## src/hdl/itp_pkg.sv

```systemverilog
package itp_pkg;

  // characters with a role in the conversion
  localparam logic [7:0] CH_CARET = 8'h5E;
  localparam logic [7:0] CH_STAR  = 8'h2A;
  localparam logic [7:0] CH_SLASH = 8'h2F;
  localparam logic [7:0] CH_PLUS  = 8'h2B;
  localparam logic [7:0] CH_MINUS = 8'h2D;
  localparam logic [7:0] CH_OPEN  = 8'h28;
  localparam logic [7:0] CH_CLOSE = 8'h29;

  // result status codes
  typedef enum logic [1:0] {
    STAT_OK       = 2'd0,
    STAT_OVERFLOW = 2'd1,
    STAT_UNBAL    = 2'd2
  } status_e;

  // classification of the current character against the stack top
  typedef struct packed {
    logic operand;
    logic open;
    logic close;
    logic pop;
  } cls_t;

  // precedence rank, lowest rank stands for "not an operator"
  function automatic logic [1:0] prec_rank(logic [7:0] c);
    logic [1:0] r;
    priority if (c == CH_CARET)                    r = 2'd3;
    else if ((c == CH_STAR) || (c == CH_SLASH))    r = 2'd2;
    else if ((c == CH_PLUS) || (c == CH_MINUS))    r = 2'd1;
    else                                           r = 2'd0;
    return r;
  endfunction

  // reversed text has its parentheses turned around
  function automatic logic [7:0] swap_paren(logic [7:0] c);
    logic [7:0] r;
    priority if (c == CH_OPEN)       r = CH_CLOSE;
    else if (c == CH_CLOSE)          r = CH_OPEN;
    else                             r = c;
    return r;
  endfunction

endpackage

```

## src/hdl/itp_ram.sv

```systemverilog
module itp_ram #(
  parameter int WIDTH = 8,
  parameter int DEPTH = 64
) (
  input  logic                     clk_i,
  input  logic                     we_i,
  input  logic [$clog2(DEPTH)-1:0] waddr_i,
  input  logic [WIDTH-1:0]         wdata_i,
  input  logic [$clog2(DEPTH)-1:0] raddr_i,
  output logic [WIDTH-1:0]         rdata_o
);

  logic [WIDTH-1:0] mem_q [DEPTH];
  logic [WIDTH-1:0] rdata_q;

  // one write port, registered read port
  always_ff @(posedge clk_i) begin
    if (we_i) begin
      mem_q[waddr_i] <= wdata_i;
    end
    rdata_q <= mem_q[raddr_i];
  end

  assign rdata_o = rdata_q;

endmodule

```

## src/hdl/itp_prec_unit.sv

```systemverilog
module itp_prec_unit import itp_pkg::*; (
  input  logic [7:0] cur_i,
  input  logic [7:0] top_i,
  output cls_t       cls_o
);

  logic [1:0] cur_rank;
  logic [1:0] top_rank;

  assign cur_rank = prec_rank(cur_i);
  assign top_rank = prec_rank(top_i);

  // letters and digits pass straight to the output
  assign cls_o.operand = ((cur_i >= 8'h61) && (cur_i <= 8'h7A)) ||
                         ((cur_i >= 8'h41) && (cur_i <= 8'h5A)) ||
                         ((cur_i >= 8'h30) && (cur_i <= 8'h39));
  assign cls_o.open    = (cur_i == CH_OPEN);
  assign cls_o.close   = (cur_i == CH_CLOSE);

  // right-assoc caret also pops on equal rank
  assign cls_o.pop = (cur_i == CH_CARET) ? (cur_rank <= top_rank) : (cur_rank < top_rank);

endmodule

```

## src/hdl/infix_to_prefix_converter_unit.sv

```systemverilog
// channel   | dir | beat contents
// s_axis    | in  | tdata: in_char[7:0]; tlast: in_last
// m_axis    | out | tdata: out_char[7:0]; tlast: out_last; tuser: status[1:0]
//
// each input beat up to MAX_LEN is stored as it is accepted; ready drops after a last beat
// conversion: the text is walked backwards inside a wrap pair of parens; a stored char is
// read (S_NEXT, S_LATCH) and classified (S_CHAR); operators and close parens then go to S_TOP,
// which waits on the registered stack memory read and pops one entry per visit
// results: a finishing check, then per output character a memory read and a send, or 1 error beat
// reset clears control state only; a stalled result beat holds the sequencer
module infix_to_prefix_converter_unit import itp_pkg::*; #(
  parameter int MAX_LEN = 64
) (
  input  logic       clk_i,
  input  logic       rst_ni,
  input  logic       s_axis_tvalid,
  output logic       s_axis_tready,
  input  logic [7:0] s_axis_tdata,   // in_char[7:0]
  input  logic       s_axis_tlast,
  output logic       m_axis_tvalid,
  input  logic       m_axis_tready,
  output logic [7:0] m_axis_tdata,   // out_char[7:0]
  output logic       m_axis_tlast,
  output logic [1:0] m_axis_tuser    // status[1:0]
);

  localparam int AW  = $clog2(MAX_LEN);
  localparam int CW  = $clog2(MAX_LEN + 1);
  localparam int SAW = $clog2(MAX_LEN + 1);
  localparam int SPW = $clog2(MAX_LEN + 2);
  localparam int PW  = $clog2(MAX_LEN + 3);

  localparam logic [3:0] S_IDLE   = 4'd0;
  localparam logic [3:0] S_NEXT   = 4'd1;
  localparam logic [3:0] S_LATCH  = 4'd2;
  localparam logic [3:0] S_CHAR   = 4'd3;
  localparam logic [3:0] S_TOP    = 4'd4;
  localparam logic [3:0] S_FINISH = 4'd5;
  localparam logic [3:0] S_ORD    = 4'd6;
  localparam logic [3:0] S_OWR    = 4'd7;
  localparam logic [3:0] S_ERR    = 4'd8;

  logic [3:0]     state_q, state_d;
  logic [CW-1:0]  cnt_q, cnt_d;
  logic           ovf_q, ovf_d;
  logic [PW-1:0]  p_q, p_d;
  logic [SPW-1:0] sp_q, sp_d;
  logic [CW-1:0]  oc_q, oc_d;
  logic [AW-1:0]  ridx_q, ridx_d;
  logic [7:0]     c_q, c_d;
  status_e        err_q, err_d;
  logic           ov_q, ov_d;
  logic [7:0]     od_q, od_d;
  logic           ol_q, ol_d;
  logic [1:0]     ou_q, ou_d;

  logic           s_fire;
  logic           out_free;
  logic           in_we;
  logic [AW-1:0]  in_raddr;
  logic [7:0]     in_rdata;
  logic           stk_we;
  logic [SAW-1:0] stk_waddr;
  logic [SAW-1:0] stk_raddr;
  logic [7:0]     stk_rdata;
  logic           out_we;
  logic [7:0]     out_wdata;
  logic [7:0]     out_rdata;
  logic           load_out;
  logic [PW-1:0]  n_ext;
  cls_t           cls;

  assign s_axis_tready = (state_q == S_IDLE);
  assign s_fire        = s_axis_tvalid && s_axis_tready;
  assign out_free      = !ov_q || m_axis_tready;
  assign n_ext         = PW'(cnt_q);
  assign in_raddr      = AW'(n_ext - p_q);

  // character store, stack and output store
  itp_ram #(.WIDTH(8), .DEPTH(MAX_LEN)) u_in_ram (
    .clk_i   (clk_i),
    .we_i    (in_we),
    .waddr_i (cnt_q[AW-1:0]),
    .wdata_i (s_axis_tdata),
    .raddr_i (in_raddr),
    .rdata_o (in_rdata)
  );

  itp_ram #(.WIDTH(8), .DEPTH(MAX_LEN + 1)) u_stk_ram (
    .clk_i   (clk_i),
    .we_i    (stk_we),
    .waddr_i (stk_waddr),
    .wdata_i (c_q),
    .raddr_i (stk_raddr),
    .rdata_o (stk_rdata)
  );

  itp_ram #(.WIDTH(8), .DEPTH(MAX_LEN)) u_out_ram (
    .clk_i   (clk_i),
    .we_i    (out_we),
    .waddr_i (oc_q[AW-1:0]),
    .wdata_i (out_wdata),
    .raddr_i (ridx_q),
    .rdata_o (out_rdata)
  );

  // shared precedence and class unit
  itp_prec_unit u_prec (
    .cur_i (c_q),
    .top_i (stk_rdata),
    .cls_o (cls)
  );

  // sequencer
  always_comb begin
    state_d   = state_q;
    cnt_d     = cnt_q;
    ovf_d     = ovf_q;
    p_d       = p_q;
    sp_d      = sp_q;
    oc_d      = oc_q;
    ridx_d    = ridx_q;
    c_d       = c_q;
    err_d     = err_q;
    in_we     = 1'b0;
    stk_we    = 1'b0;
    stk_waddr = sp_q[SAW-1:0];
    stk_raddr = SAW'(sp_q - SPW'(1));
    out_we    = 1'b0;
    out_wdata = c_q;
    load_out  = 1'b0;
    od_d      = od_q;
    ol_d      = ol_q;
    ou_d      = ou_q;

    unique case (state_q)
      S_IDLE: begin
        if (s_fire) begin
          if (cnt_q < CW'(MAX_LEN)) begin
            in_we = 1'b1;
            cnt_d = cnt_q + CW'(1);
          end else begin
            ovf_d = 1'b1;
          end
          if (s_axis_tlast) begin
            if (ovf_q || (cnt_q == CW'(MAX_LEN))) begin
              err_d   = STAT_OVERFLOW;
              state_d = S_ERR;
            end else begin
              p_d     = '0;
              sp_d    = '0;
              oc_d    = '0;
              state_d = S_NEXT;
            end
          end
        end
      end

      S_NEXT: begin
        priority if (p_q == n_ext + PW'(2)) begin
          state_d = S_FINISH;
        end else if (p_q == '0) begin
          c_d     = CH_OPEN;
          state_d = S_CHAR;
        end else if (p_q == n_ext + PW'(1)) begin
          c_d     = CH_CLOSE;
          state_d = S_CHAR;
        end else begin
          state_d = S_LATCH;
        end
      end

      S_LATCH: begin
        c_d     = swap_paren(in_rdata);
        state_d = S_CHAR;
      end

      S_CHAR: begin
        priority if (cls.operand) begin
          out_we  = 1'b1;
          oc_d    = oc_q + CW'(1);
          p_d     = p_q + PW'(1);
          state_d = S_NEXT;
        end else if (cls.open) begin
          stk_we  = 1'b1;
          sp_d    = sp_q + SPW'(1);
          p_d     = p_q + PW'(1);
          state_d = S_NEXT;
        end else if (sp_q == '0) begin
          err_d   = STAT_UNBAL;
          state_d = S_ERR;
        end else begin
          state_d = S_TOP;
        end
      end

      S_TOP: begin
        stk_raddr = SAW'(sp_q - SPW'(2));
        if (cls.close) begin
          // unwind to the matching open paren
          if (stk_rdata == CH_OPEN) begin
            sp_d    = sp_q - SPW'(1);
            p_d     = p_q + PW'(1);
            state_d = S_NEXT;
          end else begin
            out_we    = 1'b1;
            out_wdata = stk_rdata;
            oc_d      = oc_q + CW'(1);
            sp_d      = sp_q - SPW'(1);
            if (sp_q == SPW'(1)) begin
              err_d   = STAT_UNBAL;
              state_d = S_ERR;
            end
          end
        end else if (cls.pop) begin
          // pop higher-ranked operators (equal rank too for caret), push when the stack runs dry
          out_we    = 1'b1;
          out_wdata = stk_rdata;
          oc_d      = oc_q + CW'(1);
          sp_d      = sp_q - SPW'(1);
          if (sp_q == SPW'(1)) begin
            stk_we    = 1'b1;
            stk_waddr = '0;
            sp_d      = SPW'(1);
            p_d       = p_q + PW'(1);
            state_d   = S_NEXT;
          end
        end else begin
          stk_we  = 1'b1;
          sp_d    = sp_q + SPW'(1);
          p_d     = p_q + PW'(1);
          state_d = S_NEXT;
        end
      end

      S_FINISH: begin
        priority if (sp_q != '0) begin
          err_d   = STAT_UNBAL;
          state_d = S_ERR;
        end else if (oc_q == '0) begin
          err_d   = STAT_OK;
          state_d = S_ERR;
        end else begin
          ridx_d  = AW'(oc_q - CW'(1));
          state_d = S_ORD;
        end
      end

      S_ORD: begin
        state_d = S_OWR;
      end

      S_OWR: begin
        if (out_free) begin
          load_out = 1'b1;
          od_d     = out_rdata;
          ol_d     = (ridx_q == '0);
          ou_d     = STAT_OK;
          if (ridx_q == '0) begin
            cnt_d   = '0;
            ovf_d   = 1'b0;
            sp_d    = '0;
            oc_d    = '0;
            p_d     = '0;
            state_d = S_IDLE;
          end else begin
            ridx_d  = ridx_q - AW'(1);
            state_d = S_ORD;
          end
        end
      end

      S_ERR: begin
        if (out_free) begin
          load_out = 1'b1;
          od_d     = 8'h00;
          ol_d     = 1'b1;
          ou_d     = err_q;
          cnt_d    = '0;
          ovf_d    = 1'b0;
          sp_d     = '0;
          oc_d     = '0;
          p_d      = '0;
          state_d  = S_IDLE;
        end
      end

      default: begin
        state_d = S_IDLE;
      end
    endcase
  end

  // output register valid
  always_comb begin
    if (load_out) begin
      ov_d = 1'b1;
    end else if (m_axis_tready) begin
      ov_d = 1'b0;
    end else begin
      ov_d = ov_q;
    end
  end

  // control state
  always_ff @(posedge clk_i or negedge rst_ni) begin
    if (!rst_ni) begin
      state_q <= S_IDLE;
      cnt_q   <= '0;
      ovf_q   <= 1'b0;
      p_q     <= '0;
      sp_q    <= '0;
      oc_q    <= '0;
      ov_q    <= 1'b0;
    end else begin
      state_q <= state_d;
      cnt_q   <= cnt_d;
      ovf_q   <= ovf_d;
      p_q     <= p_d;
      sp_q    <= sp_d;
      oc_q    <= oc_d;
      ov_q    <= ov_d;
    end
  end

  // payload registers
  always_ff @(posedge clk_i) begin
    ridx_q <= ridx_d;
    c_q    <= c_d;
    err_q  <= err_d;
    od_q   <= od_d;
    ol_q   <= ol_d;
    ou_q   <= ou_d;
  end

  assign m_axis_tvalid = ov_q;
  assign m_axis_tdata  = od_q;
  assign m_axis_tlast  = ol_q;
  assign m_axis_tuser  = ou_q;

endmodule

```

## config.mk

```make
export PLATFORM = sky130hd
export DESIGN_NAME = infix_to_prefix_converter_unit
export DESIGN_NICKNAME = d
export VERILOG_FILES = /design/src/hdl/itp_pkg.sv /design/src/hdl/itp_ram.sv /design/src/hdl/itp_prec_unit.sv /design/src/hdl/infix_to_prefix_converter_unit.sv
export SDC_FILE = /design/constraint.sdc
export NUM_CORES = 2
export LEC_CHECK = 0
export ABC_AREA = 1
export CAP_MARGIN = 20
export CORE_ASPECT_RATIO = 0.9
export CORE_MARGIN = 8
export CORE_UTILIZATION = 35
export DETAILED_ROUTE_END_ITERATION = 10
export DONT_BUFFER_PORTS = 1
export GPL_TIMING_DRIVEN = 0
export PLACE_DENSITY = 0.58
export SYNTH_ARGS = -nofsm -noshare
export SYNTH_HDL_FRONTEND = slang
export SYNTH_HIERARCHICAL = 1
export SYNTH_SLANG_ARGS = --single-unit
```

## constraint.sdc

```tcl
create_clock -name clk_i -period 13.5 [get_ports clk_i]
set_input_delay 0.675 -clock clk_i [delete_from_list [all_inputs] [get_ports clk_i]]
set_output_delay 0.675 -clock clk_i [all_outputs]
set_load 0.05 [all_outputs]
```

==> results by group <==
Outcome
  – Outcome: complete, no violations

Placement
  – Placer congestion estimate: 0.937
  – Final HPWL DP: between 100000 and 150000 um
  – Dpl ws: 7800 ps
  – Dpl cells: 8779
  – Port-buffer cells: 0

Global route
  – Initial antenna violation count: 2
  – Number of global-route vias before repair: 44675
  – Total Routing Usage GR: 0.193
  – Largest net degree at the start of global routing: 65
  – First-pass GRT wire length: 307000 um
  – Grt ovf: 0

Die
  – Row cnt: roughly 150
  – Core ar.: roughly 200000 um^2
  – Initial Util: 0.353
  – Die width: 484 um
  – DIE AREA: 212000 um^2
  – Die height: 437 um
  – Top-level port count: 26

Finish
  – Antenna Cells: 0
  – Nets@finish: 6421
  – FF+latch area: 48500 um^2
  – Layout cell share with drive strength beyond 1: 0.0922
  – Layout Cells excl Fill: just over 9000
  – Most frequent cells in the layout: nand2_1 (2116), edfxtp_1 (1571), nand3_1 (1398)
  – Commonest non-fill, non-tap cell in the layout: nand2_1
  – Filler Cell Count: between 15000 and 20000
  – Synth-to-Final Area Change: 14.2%
  – Area of the multi-input gates: 17800 um^2

Synthesis
  – Synthesized net count: 6198
  – Number of synthesized flops with an enable pin: 1571
  – Warnings from Yosys: 6
  – Main synth FF type: edfxtp_1
  – Fraction of registers with async set/reset: 0.0209
  – Synth cell types: 49
  – Avg Synthesized Cell Area: 11.2 um^2
  – Mapped Area: 69100 um^2
  – Synth Instances: 6163
  – Sequential area share after synthesis: 0.702
  – Synthesis-stage register bit count: about 1600

Worst setup path
  – Max stage delay on crit path: 940 ps
  – Slowest cell on crit path: edfxtp_1
  – Critical path type: flip-flop to flip-flop
  – CP delay by family, top: simple AND/OR/NAND/NOR gates
  – Crit path cell chain: buf_16, inv_1, nor2_1, nand3_1, nor2_1, nor2_1, ha_1, nand2_1, inv_1, nand4_1, nand2_1, inv_1, nor2_1, inv_1, nand2_1, nand2_1, o21ai_0, clkbuf_1, nand4_1, nor4_2, buf_4
  – Crit-path max FO: 20
  – Buffers & Inverters on Critical Path: 7
  – Startpoint Class: flip-flop
  – WP data arrival: 6260 ps
  – Setup crit end kind: flip-flop
  – Worst EP required: 13970 ps

Route
  – DR vias/cell: 5.33
  – Number of remaining DRC errors: 0
  – DR vias: 48432
  – DR pass1 iterations: 6
  – Antenna-violating nets left: 0
  – Wire length per cell: 23.4 um
  – Drt total wl: 213000 um
  – Detailed Route Iter0 Violations: 6122

Timing
  – Final count of hold timing violations: 0
  – Clk_skew: 65.3 ps
  – Post-route worst setup slack: 7710 ps
  – Slew HR: 0.251
  – Period utilisation layout: 0.429
  – F_max: 173 MHz
  – Worst-Margin Slew: 1120 ps
  – # setup viols final: 0
  – TNS Setup: 0 ps
  – Min cycle time layout: 5790 ps
  – Pins Over Slew Limit: 0
  – RSZ-0062 raised after global routing: false

CTS
  – CTS root buf: clkbuf_16
  – Worst-path clk slew: 60 ps
  – Clk_lat worst skew: ~800 ps
  – Post-CTS setup buffers: 0
  – H-tree levels: 4
  – CTS tree: done
  – Num CTS Buffers: 165
  – CTS max path bufs: 3
  – CTS sink count: 1629

Flow run
  – Max-cap violations: 0

Hold path
  – Hold WC Path Type: input port to flip-flop

Pwr
  – Worst VDD drop: around 0.00014 V
  – P_leak: 0.0286 uW
  – Pwr dens: between 150 and 200 nW/um^2
==> Yosys cell counts, types with 5 or more instances <==
| cell type | count | share of area |
|---|---|---|
| nor2_1 | 282 | 0.015 |
| dfrtp_1 | 34 | 0.012 |
| dfxtp_1 | 24 | 0.0070 |
| clkbuf_1 | 46 | 0.0025 |
| edfxtp_1 | 1571 | 0.68 |
| buf_4 | 37 | 0.0040 |
| nor3_1 | 33 | 0.0024 |
| nand4_1 | 18 | 0.0016 |
| a21oi_1 | 19 | 0.0014 |
| inv_2 | 8 | 0.00043 |
| o21ai_1 | 8 | 0.00058 |
| nand2_1 | 2116 | 0.11 |
| buf_1 | 34 | 0.0018 |
| buf_6 | 87 | 0.014 |
| nand2_2 | 9 | 0.00081 |
| nand3_1 | 1398 | 0.10 |
| inv_1 | 150 | 0.0081 |
| nand3b_1 | 6 | 0.00065 |
| xor2_1 | 20 | 0.0025 |
| ha_1 | 21 | 0.0038 |
| buf_2 | 137 | 0.0099 |
| nor4_1 | 13 | 0.0012 |
| o21ai_0 | 37 | 0.0027 |
| buf_8 | 5 | 0.0011 |
| xnor2_1 | 6 | 0.00076 |
==> sequential cells by signal, summed over array words and instances (netlist names), 8 cells and up <==
signal / cells
u_stk_ram/mem_q: 520
m_axis_tdata: 8
u_out_ram/mem_q: 512
c_q: 8
u_out_ram/rdata_o: 8
u_in_ram/mem_q: 512
u_stk_ram/rdata_o: 8
u_in_ram/rdata_o: 8
==> per-layer routing <==
metal | GRT usage | up-vias | routed length (um)
met5 | 0 | - | 0
met4 | 0.0522 | 0 | 5610
met3 | 0.0343 | 313 | 19800
met2 | 0.290 | 2300 | 92500
met1 | 0.287 | 23909 | 94700
li1 | - | 21910 | -
==> logic make-up after synthesis <==
family                     count (synthesis)  synth area share
and+or+nand+nor                         3898             0.241
DFF                                     1629             0.702
buffers and inverters                    508            0.0425
AOI/OAI and AO/OA                         78           0.00621
xor gates and xnor gates                  26           0.00330
adders and majority gates                 22           0.00409
muxes                                      2          0.000326
==> path summary, 6_finish.rpt <==
path,startpoint,to,slack (ps),cells after the start
max in group asynchronous,rst_ni,cnt_q[0]$_DFFE_PN0P_,12870,2
max reg2reg,c_q[4]$_SDFFCE_PP0P_,u_out_ram/mem_q[52][3]$_DFFE_PP_,7710,21
max,c_q[4]$_SDFFCE_PP0P_,u_out_ram/mem_q[52][3]$_DFFE_PP_,7710,21
min,s_axis_tvalid,cnt_q[2]$_DFFE_PN0P_,160,2
min reg2reg,u_stk_ram/mem_q[64][4]$_DFFE_PP_,u_stk_ram/rdata_o[4]$_DFF_P_,450,2
min in group asynchronous,rst_ni,m_axis_tvalid$_DFFE_PN0P_,350,2
==> worst register-to-register path: stages, from the launching register on <==
cell and delay, ps:
edfxtp_1 940, buf_16 260, inv_1 120, nor2_1 180, nand3_1 100, nor2_1 100
nor2_1 50, ha_1 260, nand2_1 40, inv_1 40, nand4_1 90, nand2_1 130
inv_1 70, nor2_1 120, inv_1 90, nand2_1 100, nand2_1 280, o21ai_0 410
clkbuf_1 370, nand4_1 490, nor4_2 880, buf_4 290
==> timing repair <==
action	in CTS	in global routing
setup endpoints to repair	0	0
endpoints found under the hold margin	547	0
resized for setup	0	0
hold buffers	11	0
==> report_power, final <==
group,switching (uW),internal [uW],total [uW]
Clock,2000,2540,4540
Combinational,2520,920,3440
Sequential,118,5760,5880
==> area by class of cell <==
class                   instances  area share
clock buffers                 214      0.0558
repair buffers                 56      0.0147
flip-flops and latches       1629       0.615
well taps                    2574      0.0408
multi-input cells            4026       0.225
plain buffers                 346      0.0294
clock inverters                87      0.0116
inverters                     162     0.00786
==> stage by stage <==
stage / total power, uW / instance area (um^2) / hold WS (ps) / util
after detailed placement: 9310 / 73300 / 385 / 0.374
after global placement: 9220 / 72300 / 384 / 0.369
final: 13900 / 78900 / 162 / 0.403
after global routing: 14400 / 78900 / 131 / 0.403
after floorplan: 7910 / 69100 / 379 / -
after CTS: 13900 / 78900 / 119 / 0.403
(Power assumes the default switching activity.)
